==> config.mk <==
export PLATFORM = sky130hd
export DESIGN_NAME = nav_frame_bit_stream_crc24
export DESIGN_NICKNAME = d
export VERILOG_FILES = /design/src/design/nfbs_pkg.sv /design/src/design/nfbs_chan_ram.sv /design/src/design/nfbs_step.sv /design/src/design/nav_frame_bit_stream_crc24.sv
export VERILOG_INCLUDE_DIRS = /design/src /design/src/design
export SDC_FILE = /design/constraint.sdc
export NUM_CORES = 2
export LEC_CHECK = 0
export BUFFER_PORTS_ARGS = -buffer_cell sky130_fd_sc_hd__buf_2
export CAP_MARGIN = 20
export CORE_MARGIN = 8
export CORE_UTILIZATION = 57
export CTS_CLUSTER_DIAMETER = 120
export CTS_CLUSTER_SIZE = 14
export DETAILED_ROUTE_END_ITERATION = 12
export GPL_ROUTABILITY_DRIVEN = 0
export GPL_TIMING_DRIVEN = 0
export PLACE_DENSITY_LB_ADDON = 0.12
export SETUP_SLACK_MARGIN = 0.15
export SYNTH_ARGS = -nofsm -noshare
export SYNTH_HDL_FRONTEND = slang
export SYNTH_HIERARCHICAL = 1
export SYNTH_SLANG_ARGS = --single-unit
==> constraint.sdc <==
create_clock -name clk_i -period 6.6 [get_ports clk_i]
set_input_delay 1.32 -clock clk_i [delete_from_list [all_inputs] [get_ports clk_i]]
set_output_delay 1.32 -clock clk_i [all_outputs]
set_load 0.02 [all_outputs]
==> src/design/nav_frame_bit_stream_crc24_assert.svh <==
// Assertion macros used by the frame bit generator top level.
`ifndef NAV_FRAME_BIT_STREAM_CRC24_ASSERT_SVH
`define NAV_FRAME_BIT_STREAM_CRC24_ASSERT_SVH

// The consequent must hold in the same cycle as the antecedent.
`define NFBS_ASSERT_SAME(lbl, ante, cons, msg) \
  lbl: assert property (@(posedge clk_i) disable iff (!rst_ni) (ante) |-> (cons)) \
    else $error(msg);

// The consequent must hold in the cycle after the antecedent.
`define NFBS_ASSERT_NEXT(lbl, ante, cons, msg) \
  lbl: assert property (@(posedge clk_i) disable iff (!rst_ni) (ante) |=> (cons)) \
    else $error(msg);

`endif

==> src/design/nfbs_pkg.sv <==
// Package with types, constants and the message bit function of the frame bit generator.
package nfbs_pkg;

  localparam int unsigned ChannelCount = 64;
  localparam int unsigned ChanW        = 6;
  localparam int unsigned PosW         = 9;
  localparam int unsigned CrcW         = 24;

  localparam logic [24:0]     CrcPolyFull = 25'h1864CFB;
  localparam logic [CrcW-1:0] CrcMask     = 24'hFFFFFF;
  localparam logic [7:0]      Preamble    = 8'b1000_1011;
  localparam logic [7:0]      MsgType     = 8'd31;
  localparam logic [PosW-1:0] CrcStart    = 9'd276;
  localparam logic [PosW-1:0] FrameLast   = 9'd299;

  typedef struct packed {
    logic [PosW-1:0] pos;
    logic [CrcW-1:0] crc;
  } chan_state_t;

  function automatic logic msg_bit(input logic [PosW-1:0] pos, input logic [ChanW-1:0] ch);
    logic [2:0] idx;
    logic       b;
    idx = ~pos[2:0];
    if (pos < 9'd8) begin
      b = Preamble[idx];
    end else if (pos < 9'd16) begin
      b = MsgType[idx];
    end else if (pos < 9'd22) begin
      b = ch[3'(3'd5 - pos[2:0])];
    end else begin
      b = 1'b0;
    end
    return b;
  endfunction

endpackage

==> src/design/nfbs_chan_ram.sv <==
// Per-channel state memory with valid bits and write-to-read forwarding.
module nfbs_chan_ram #(
  parameter int unsigned Depth = nfbs_pkg::ChannelCount,
  localparam int unsigned AddrW = $clog2(Depth)
) (
  input  logic                  clk_i,
  input  logic                  rst_ni,
  input  logic                  rd_en_i,
  input  logic [AddrW-1:0]      rd_addr_i,
  input  logic                  wr_en_i,
  input  logic [AddrW-1:0]      wr_addr_i,
  input  nfbs_pkg::chan_state_t wr_data_i,
  output nfbs_pkg::chan_state_t rd_data_o
);

  nfbs_pkg::chan_state_t mem_q [Depth];
  nfbs_pkg::chan_state_t rd_q;
  nfbs_pkg::chan_state_t fwd_data_q;
  logic [Depth-1:0]      vld_q;
  logic                  vld_rd_q;
  logic                  fwd_q;

  always_ff @(posedge clk_i) begin
    if (wr_en_i) begin
      mem_q[wr_addr_i] <= wr_data_i;
    end
  end

  always_ff @(posedge clk_i) begin
    if (rd_en_i) begin
      rd_q       <= mem_q[rd_addr_i];
      fwd_data_q <= wr_data_i;
    end
  end

  always_ff @(posedge clk_i or negedge rst_ni) begin
    if (!rst_ni) begin
      vld_q    <= '0;
      vld_rd_q <= 1'b0;
      fwd_q    <= 1'b0;
    end else begin
      if (wr_en_i) begin
        vld_q[wr_addr_i] <= 1'b1;
      end
      if (rd_en_i) begin
        vld_rd_q <= vld_q[rd_addr_i];
        fwd_q    <= wr_en_i && (wr_addr_i == rd_addr_i);
      end
    end
  end

  assign rd_data_o = fwd_q ? fwd_data_q : (vld_rd_q ? rd_q : '0);

endmodule

==> src/design/nfbs_step.sv <==
// Next-bit logic: message bit selection, serial CRC-24Q update and frame wrap.
module nfbs_step (
  input  logic [nfbs_pkg::ChanW-1:0] channel_i,
  input  nfbs_pkg::chan_state_t      state_i,
  output logic                       frame_bit_o,
  output logic                       frame_end_o,
  output nfbs_pkg::chan_state_t      state_o
);

  logic [nfbs_pkg::PosW-1:0] pos;
  logic [nfbs_pkg::CrcW-1:0] crc;
  logic [nfbs_pkg::CrcW-1:0] crc_nxt;
  logic [4:0]                crc_idx;
  logic                      fb;
  logic                      last;

  always_comb begin
    pos     = (state_i.pos > nfbs_pkg::FrameLast) ? nfbs_pkg::FrameLast : state_i.pos;
    crc     = (state_i.pos == '0) ? '0 : state_i.crc;
    crc_idx = 5'(nfbs_pkg::FrameLast - pos);
    crc_nxt = crc;
    if (pos < nfbs_pkg::CrcStart) begin
      fb      = nfbs_pkg::msg_bit(pos, channel_i);
      crc_nxt = {crc[nfbs_pkg::CrcW-2:0], 1'b0} & nfbs_pkg::CrcMask;
      if (crc[nfbs_pkg::CrcW-1] ^ fb) begin
        crc_nxt = crc_nxt ^ nfbs_pkg::CrcPolyFull[nfbs_pkg::CrcW-1:0];
      end
    end else begin
      fb = crc[crc_idx];
    end
    last = (pos == nfbs_pkg::FrameLast);
    if (last) begin
      state_o = '0;
    end else begin
      state_o.pos = pos + 9'd1;
      state_o.crc = crc_nxt;
    end
  end

  assign frame_bit_o = fb;
  assign frame_end_o = last;

endmodule

==> src/design/nav_frame_bit_stream_crc24.sv <==
// Top level of the per-channel navigation frame bit generator with CRC-24Q.
// Each request names a channel and returns one result: that channel's next bit of its
// repeating 300-bit frame, with frame_end set on the last bit. One request is accepted
// every cycle while the output drains. An accepted request waits in the request stage
// while its state is read; its result is registered once the output is free. The rate
// is set by the per-channel state memory, which is read once when a request is accepted
// and written once when its result is produced, with the write forwarded to a read of
// the same channel in the same cycle. Channel state comes out of reset cleared through
// per-channel valid bits, so the block is ready at once with no clearing pass.
`include "nav_frame_bit_stream_crc24_assert.svh"

module nav_frame_bit_stream_crc24 #(
  parameter int unsigned CHANNEL_COUNT = nfbs_pkg::ChannelCount
) (
  input  logic                       clk_i,
  input  logic                       rst_ni,
  input  logic                       in_valid_i,
  output logic                       in_ready_o,
  input  logic [nfbs_pkg::ChanW-1:0] channel_i,
  output logic                       out_valid_o,
  input  logic                       out_ready_i,
  output logic                       frame_bit_o,
  output logic                       frame_end_o
);

  localparam int unsigned AddrW = $clog2(CHANNEL_COUNT);
  localparam logic [nfbs_pkg::ChanW-1:0] MaxCh = nfbs_pkg::ChanW'(CHANNEL_COUNT - 1);

  logic                       accept;
  logic                       fire;
  logic [nfbs_pkg::ChanW-1:0] ch_clamped;
  logic                       s1_v_q, s1_v_d;
  logic [nfbs_pkg::ChanW-1:0] ch_q;
  logic                       out_v_q, out_v_d;
  logic                       bit_q, end_q;
  logic                       step_bit, step_end;
  nfbs_pkg::chan_state_t      cur_state;
  nfbs_pkg::chan_state_t      nxt_state;

  always_comb begin
    ch_clamped = (channel_i == '0) ? nfbs_pkg::ChanW'(1) : channel_i;
    if (ch_clamped > MaxCh) begin
      ch_clamped = MaxCh;
    end
  end

  assign fire       = s1_v_q && (!out_v_q || out_ready_i);
  assign in_ready_o = !s1_v_q || fire;
  assign accept     = in_valid_i && in_ready_o;

  assign s1_v_d  = accept ? 1'b1 : (fire ? 1'b0 : s1_v_q);
  assign out_v_d = fire ? 1'b1 : (out_ready_i ? 1'b0 : out_v_q);

  always_ff @(posedge clk_i or negedge rst_ni) begin
    if (!rst_ni) begin
      s1_v_q  <= 1'b0;
      out_v_q <= 1'b0;
    end else begin
      s1_v_q  <= s1_v_d;
      out_v_q <= out_v_d;
    end
  end

  always_ff @(posedge clk_i) begin
    if (accept) begin
      ch_q <= ch_clamped;
    end
    if (fire) begin
      bit_q <= step_bit;
      end_q <= step_end;
    end
  end

  nfbs_chan_ram #(
    .Depth(CHANNEL_COUNT)
  ) u_ram (
    .clk_i    (clk_i),
    .rst_ni   (rst_ni),
    .rd_en_i  (accept),
    .rd_addr_i(ch_clamped[AddrW-1:0]),
    .wr_en_i  (fire),
    .wr_addr_i(ch_q[AddrW-1:0]),
    .wr_data_i(nxt_state),
    .rd_data_o(cur_state)
  );

  nfbs_step u_step (
    .channel_i  (ch_q),
    .state_i    (cur_state),
    .frame_bit_o(step_bit),
    .frame_end_o(step_end),
    .state_o    (nxt_state)
  );

  assign out_valid_o = out_v_q;
  assign frame_bit_o = bit_q;
  assign frame_end_o = end_q;

  `NFBS_ASSERT_SAME(a_free_output_fires, s1_v_q && !out_v_q, fire, "request held with free output")
  `NFBS_ASSERT_NEXT(a_fire_gives_result, fire, out_v_q, "result missing after fire")
  `NFBS_ASSERT_NEXT(a_frame_start_bit, fire && (cur_state.pos == '0), out_v_q && bit_q, "frame did not open with preamble one")
  `NFBS_ASSERT_SAME(a_pos_in_frame, fire, nxt_state.pos <= nfbs_pkg::FrameLast, "next position beyond frame")

endmodule
Yosys cells after proc, flatten, opt, wreduce, memory -nomap -nowiden
Memories as Yosys holds them, arrays and structs flattened. A register that Yosys moved wholly into a read port is not among the register bits.
Index checks and enable logic that the tools add are counted.
Word-level totals
  bits in registers: 109
  latch bits: 0
  memory bits (writable): 2112
  memory bits (read-only): 16
  output and inout bits: 4
  memories kept: 3
Cells by class
  add/subtract/negate cells: 3
  multiply operators: 0
  divide/modulo/power cells: 0
  magnitude comparators: 12
  eq/ne operators: 2
  shifts and indexed selects: 0
  multiplexer cells: 30
  bitwise operators: 4
  reduce and logical (&&, ||, !) cells: 12
Memory list
  u_ram.mem_q: depth 64, bits a word 33, read ports 1, clocked after memory_dff 1, wr ports 1, RTL line nfbs_chan_ram.sv:16  | nfbs_pkg::chan_state_t mem_q [Depth];
  (no name shown): depth 8, bits a word 1, read ports 1, clocked after memory_dff 0, wr ports 0, RTL line nfbs_pkg.sv:28  | b = MsgType[idx];
  (no name shown): depth 8, bits a word 1, read ports 1, clocked after memory_dff 0, wr ports 0, RTL line nfbs_pkg.sv:26  | b = Preamble[idx];
Operators with widths (number)
  33-bit 2-to-1 mux: 3
  24-bit 2-to-1 mux: 3
  64-bit bitwise OR: 1
  9-bit by 5-bit < comparator with 1-bit output (second input constant): 2
  1-bit 2-to-1 mux: 17
  6-bit by 7-bit < comparator with 1-bit output (second input constant): 2
  13-bit NOT: 1
  6-bit 2-to-1 mux: 2
  9-bit by 1-bit adder with 9-bit output (second input constant): 1
  9-bit equality test (second input constant): 1
  9-bit > comparator (second input constant): 1
  9-bit zero test: 1
  9-bit by 4-bit < comparator with 1-bit output (second input constant): 1
  9-bit < comparator (second input constant): 1
  9-bit 2-to-1 mux: 1
  3-bit by 4-bit < comparator with 1-bit output (second input constant): 2
  1-bit binary-select mux with 6-bit select: 1
  1-bit demux with 6-bit select: 1
  6-bit equality test: 1
  6-bit by 1-bit >= comparator with 1-bit output (second input constant): 1
  6-bit > comparator (second input constant): 1
  6-bit zero test: 1
  5-bit by 6-bit < comparator with 1-bit output (second input constant): 1
  1-bit binary-select mux with 5-bit select: 1
  9 further kinds: 15

Longest topological paths before layout
  word-level depth: 15
  mapped depth: 19

Hierarchy
Netlist, hierarchy kept.
By module, submodules not included
  nfbs_chan_ram: times used 1, cells an instance 3483, area each 85248.0 µm²
  nfbs_step: times used 1, cells an instance 231, area each 1405.1 µm²
  nav_frame_bit_stream_crc24: times used 1, cells an instance 23, area each 369.1 µm²

Worst setup path before layout
OpenSTA, ideal clock, no wires.
  path type: reg-to-reg
  start point: register u_ram.fwd_q
  end point: register u_ram/fwd_data_q[0] (netlist name) (data pin)
  arrival: 5.748 ns
  data required time: 5.891 ns
  setup slack: 0.143 ns
  cell stages (with the launch flop): 17
  buffers on the path: 4
  clock period less this slack: 6.457 ns
  cells stage by stage: dfrtp_1 > clkbuf_1 > nor2b_1 > clkbuf_1 > clkbuf_1 > a22o_1 > buf_2 > o21a_2 > a31oi_1 > and2_1 > inv_1 > ha_1 > o21ai_0 > o311ai_1 > a2111oi_4 > xor2_1 > o21ai_0
RTL lines
  from (decl): RTL line nfbs_chan_ram.sv:21  | logic fwd_q;
  from (signal assigned): RTL line nfbs_chan_ram.sv:47  | fwd_q <= wr_en_i && (wr_addr_i == rd_addr_i);
  to (signal assigned): RTL line nfbs_chan_ram.sv:32  | fwd_data_q <= wr_data_i;
  to (decl): RTL line nfbs_chan_ram.sv:18  | nfbs_pkg::chan_state_t fwd_data_q;

==> results.py <==
metrics = {
    "die": {
        "rows": 143,
        "fp.dieW_um": 406.7,
        "core_um2": 151700,
        "ios": 14,
        "die_h_um": 406.7,
        "die_area_um2": 165400,
        "start_util": 0.5736,
    },
    "synthesis": {
        "synth_seq_cells": 2254,
        "synth-async-reset-ratio": 0.03017,
        "ys.warnings.count": 6,
        "synthDistinctLibCells": 57,
        "syn_nets": 3753,
        "synth_area_um2": 87020,
        "ys_seq_area_frac": 0.7739,
        "synth.avg_cell_area_um2": 23.29,
        "synth_top_family_by_area": "multiplexers",
        "yosys_most_used_dff": "edfxtp_1",
        "synth_compound_area_frac": 0.01616,
        "synth_xor_area_frac": 0.003422,
        "synthMuxAreaShare": 0.1758,
        "synthAdderAreaFrac": 0.0008627,
        "synth_edf_count": 2186,
        "synthSimpleGateAreaFrac": 0.01802,
        "syn_inst": 3737,
    },
    "power": {
        "leakage_nw": 31.04,
        "vdd_drop_max_v": 0.0003229,
        "powerDensity_nw_per_um2": 317.1,
        "finalPower_mw": 31.23,
    },
    "timing": {
        "finalCriticalPeriod_ns": 6.185,
        "fin_skew_ns": 0.03064,
        "setup_viol": 0,
        "hold_violations": 0,
        "drv_slew": 0,
        "rsz0062_at_grt": "no",
        "fmaxAchievable_mhz": 161.7,
        "hold_ws_ns": 0.4533,
        "slew_headroom": 0.2002,
        "fin_crit_sh": 0.9370,
        "setup_slack_ns": 0.4155,
        "worst_pin_slew_ns": 1.200,
    },
    "layout": {
        "syn_to_final_growth_pct": 13.18,
        "fillers": 9807,
        "layout_common_cells": "2,186 x edfxtp_1, 664 x mux4_2, 182 x clkbuf_16, 144 x clkbuf_1, 88 x buf_12",
        "finalNetCount": 4098,
        "design_area_um2": 98490,
        "fin_cells": 6168,
        "diodes": 0,
        "final_common_cell": "edfxtp_1",
        "drive_above_1_share": 0.3137,
    },
    "drt": {
        "antenna_left": 0,
        "vias": 42430,
        "wire_per_inst_um": 37.13,
        "drtIter0Drc": 6098,
        "routed_wl_um": 229000,
        "drc": 0,
        "drtPass1Iterations": 8,
        "vias_per_cell": 6.879,
    },
    "global_route": {
        "grt_use_total": 0.2775,
        "grt_pass1_wl_um": 319400,
        "grt_overflow": 0,
        "grt_max_degree": 74,
        "grt_pass1_vias": 41840,
        "antenna_found_initial": 5,
    },
    "worst_setup_path": {
        "crit_type": "reg2reg",
        "critPathRequiredTime_ns": 7.07,
        "crit_buf_inv": 8,
        "cp_common_cell": "clkbuf_1",
        "end_kind": "flop",
        "cp-start-kind": "flop",
        "critPathSlowestCell": "a21oi_2",
        "critPathMaxStageDelay_ns": 0.76,
        "cp_max_fo": 17,
        "crit_chain": "clkbuf_1 > nor2b_1 > clkbuf_1 > clkbuf_1 > a22o_1 > buf_2 > a21o_1 > a31oi_2 > and2_1 > inv_1 > ha_1 > nand3_1 > or2_2 > clkbuf_1 > inv_1 > nor2_1 > clkbuf_1 > a21oi_1 > a21oi_2",
        "path_delay_family": "buffers and inverters",
        "worstPathArrival_ns": 6.66,
    },
    "run_status": {
        "outcome": "finished clean",
    },
    "clock_tree": {
        "h-tree-depth": 4,
        "root_buffer": "clkbuf_16",
        "cts_sinks": 2254,
        "clockBufferDepth": 3,
        "insertion_delay_ns": 0.82,
        "cts_buffers": 178,
        "cts_tree": "built",
        "clkTransAtPathRegs_ns": 0.08,
    },
    "place": {
        "dp.cells": 5926,
        "numPortBuffers": 13,
        "placed_area_um2": 93540,
        "dpl.hpwl_um": 152500,
        "post-place-ws_ns": 0.4380,
    },
    "worst_hold_path": {
        "hold_class": "in2async",
    },
    "run": {
        "maxCapViolations": 0,
    },
}
## final timing paths
path                                                   from                             to  slack, ns  depth (start not counted)
max in group asynchronous                            rst_ni    u_ram/vld_q[54]$_DFFE_PN0P_       5.56                          2
worst max register to register      u_ram/fwd_q$_DFFE_PN0P_  u_ram/mem_q[53][10]$_DFFE_PP_       0.42                         19
worst max-delay path                u_ram/fwd_q$_DFFE_PN0P_  u_ram/mem_q[53][10]$_DFFE_PP_       0.42                         19
worst min register to register  u_ram/vld_q[48]$_DFFE_PN0P_    u_ram/vld_q[48]$_DFFE_PN0P_       0.47                          1
min in group clk_i              u_ram/vld_q[48]$_DFFE_PN0P_    u_ram/vld_q[48]$_DFFE_PN0P_       0.47                          1
worst min-delay path                                 rst_ni    u_ram/vld_q[57]$_DFFE_PN0P_       0.45                          1
## logic make-up (layout without fill, tap and decap cells)
family,count (synthesis),in the layout
AO/OA/AOI/OAI,197,200
XOR/XNOR,34,34
adder cells (fa/ha/maj),6,6
buffers and inverters,223,621
flip-flops,2254,2254
multiplexers,698,698
AND/OR/NAND/NOR,325,325
## cells in the mapped netlist (7+ instances only)
cell | instances | area, µm²
a211oi_1 | 13 | 97.59
a21oi_1 | 52 | 260.3
a22o_1 | 34 | 297.8
a22oi_1 | 55 | 412.9
a31oi_1 | 10 | 62.56
and2_1 | 10 | 62.56
buf_1 | 15 | 56.30
buf_2 | 73 | 365.4
buf_4 | 15 | 112.6
clkbuf_1 | 103 | 386.6
dfrtp_1 | 68 | 1702
edfxtp_1 | 2186 | 65640
inv_1 | 9 | 33.78
mux2i_1 | 28 | 280.3
mux4_2 | 664 | 14950
nand2_1 | 86 | 322.8
nand2b_1 | 9 | 56.30
nand3_1 | 17 | 85.08
nor2_1 | 95 | 356.6
nor2b_1 | 14 | 87.58
nor3_1 | 8 | 40.04
o21ai_0 | 7 | 35.03
or2_2 | 66 | 412.9
xnor2_1 | 26 | 227.7
xor2_1 | 8 | 70.07
## worst reg2reg max path, cell delays in order (launching register included)
cell and delay, ns:
dfrtp_1 0.33, clkbuf_1 0.40, nor2b_1 0.10, clkbuf_1 0.20, clkbuf_1 0.31, a22o_1 0.27
buf_2 0.21, a21o_1 0.25, a31oi_2 0.40, and2_1 0.31, inv_1 0.12, ha_1 0.21
nand3_1 0.08, or2_2 0.10, clkbuf_1 0.31, inv_1 0.37, nor2_1 0.27, clkbuf_1 0.46
a21oi_1 0.37, a21oi_2 0.76
## metrics by stage
stage / TNS [ns] / util
global route: 0 / 0.6491
detailed placement: 0 / 0.6165
finish: 0 / 0.6491
floorplan: 0 / -
global placement: -4795.85 / 0.5907
CTS: 0 / 0.6485
## routing by layer
metal	vias to the layer above	track usage	wire (µm)
met2	2602	0.4237	106500
li1	16510	-	-
met4	2	0.08892	8608
met1	22880	0.3990	87180
met3	436	0.07340	26750
met5	-	0	13
## where the power goes
group          switching, mW  internal [mW]
combinational           2.89           1.30
clock                   4.70           4.98
sequential            0.0811           17.3
## what timing repair did
action,in CTS,in global routing
setup endpoints to repair,0,270
hold buffers,0,0
endpoints found under the hold margin,0,0
buffers inserted,0,2
gates resized for setup,0,2
## sequential cells by signal, summed over array words and instances, names as in the netlist
signal / count
frame_bit_o: 1
ch_q: 6
frame_end_o: 1
u_ram/fwd_data_q: 33
u_ram/rd_q: 33
u_ram/fwd_q: 1
s1_v_q: 1
u_ram/vld_q: 64
out_valid_o: 1
u_ram/mem_q: 2112
u_ram/vld_rd_q: 1
## final cells by class
class                   instances  area (µm²)  share of cell area
clock buffers                 226        4720             0.04792
clock inverters                10       128.9            0.001309
repair buffers                162        3219             0.03269
well taps                    2030        2540             0.02579
plain buffers                 212       992.2             0.01007
multi-input cells            1263       19500              0.1980
inverters                      11       41.29           0.0004192
flip-flops and latches       2254       67340              0.6838
(Power assumes the default switching activity.)
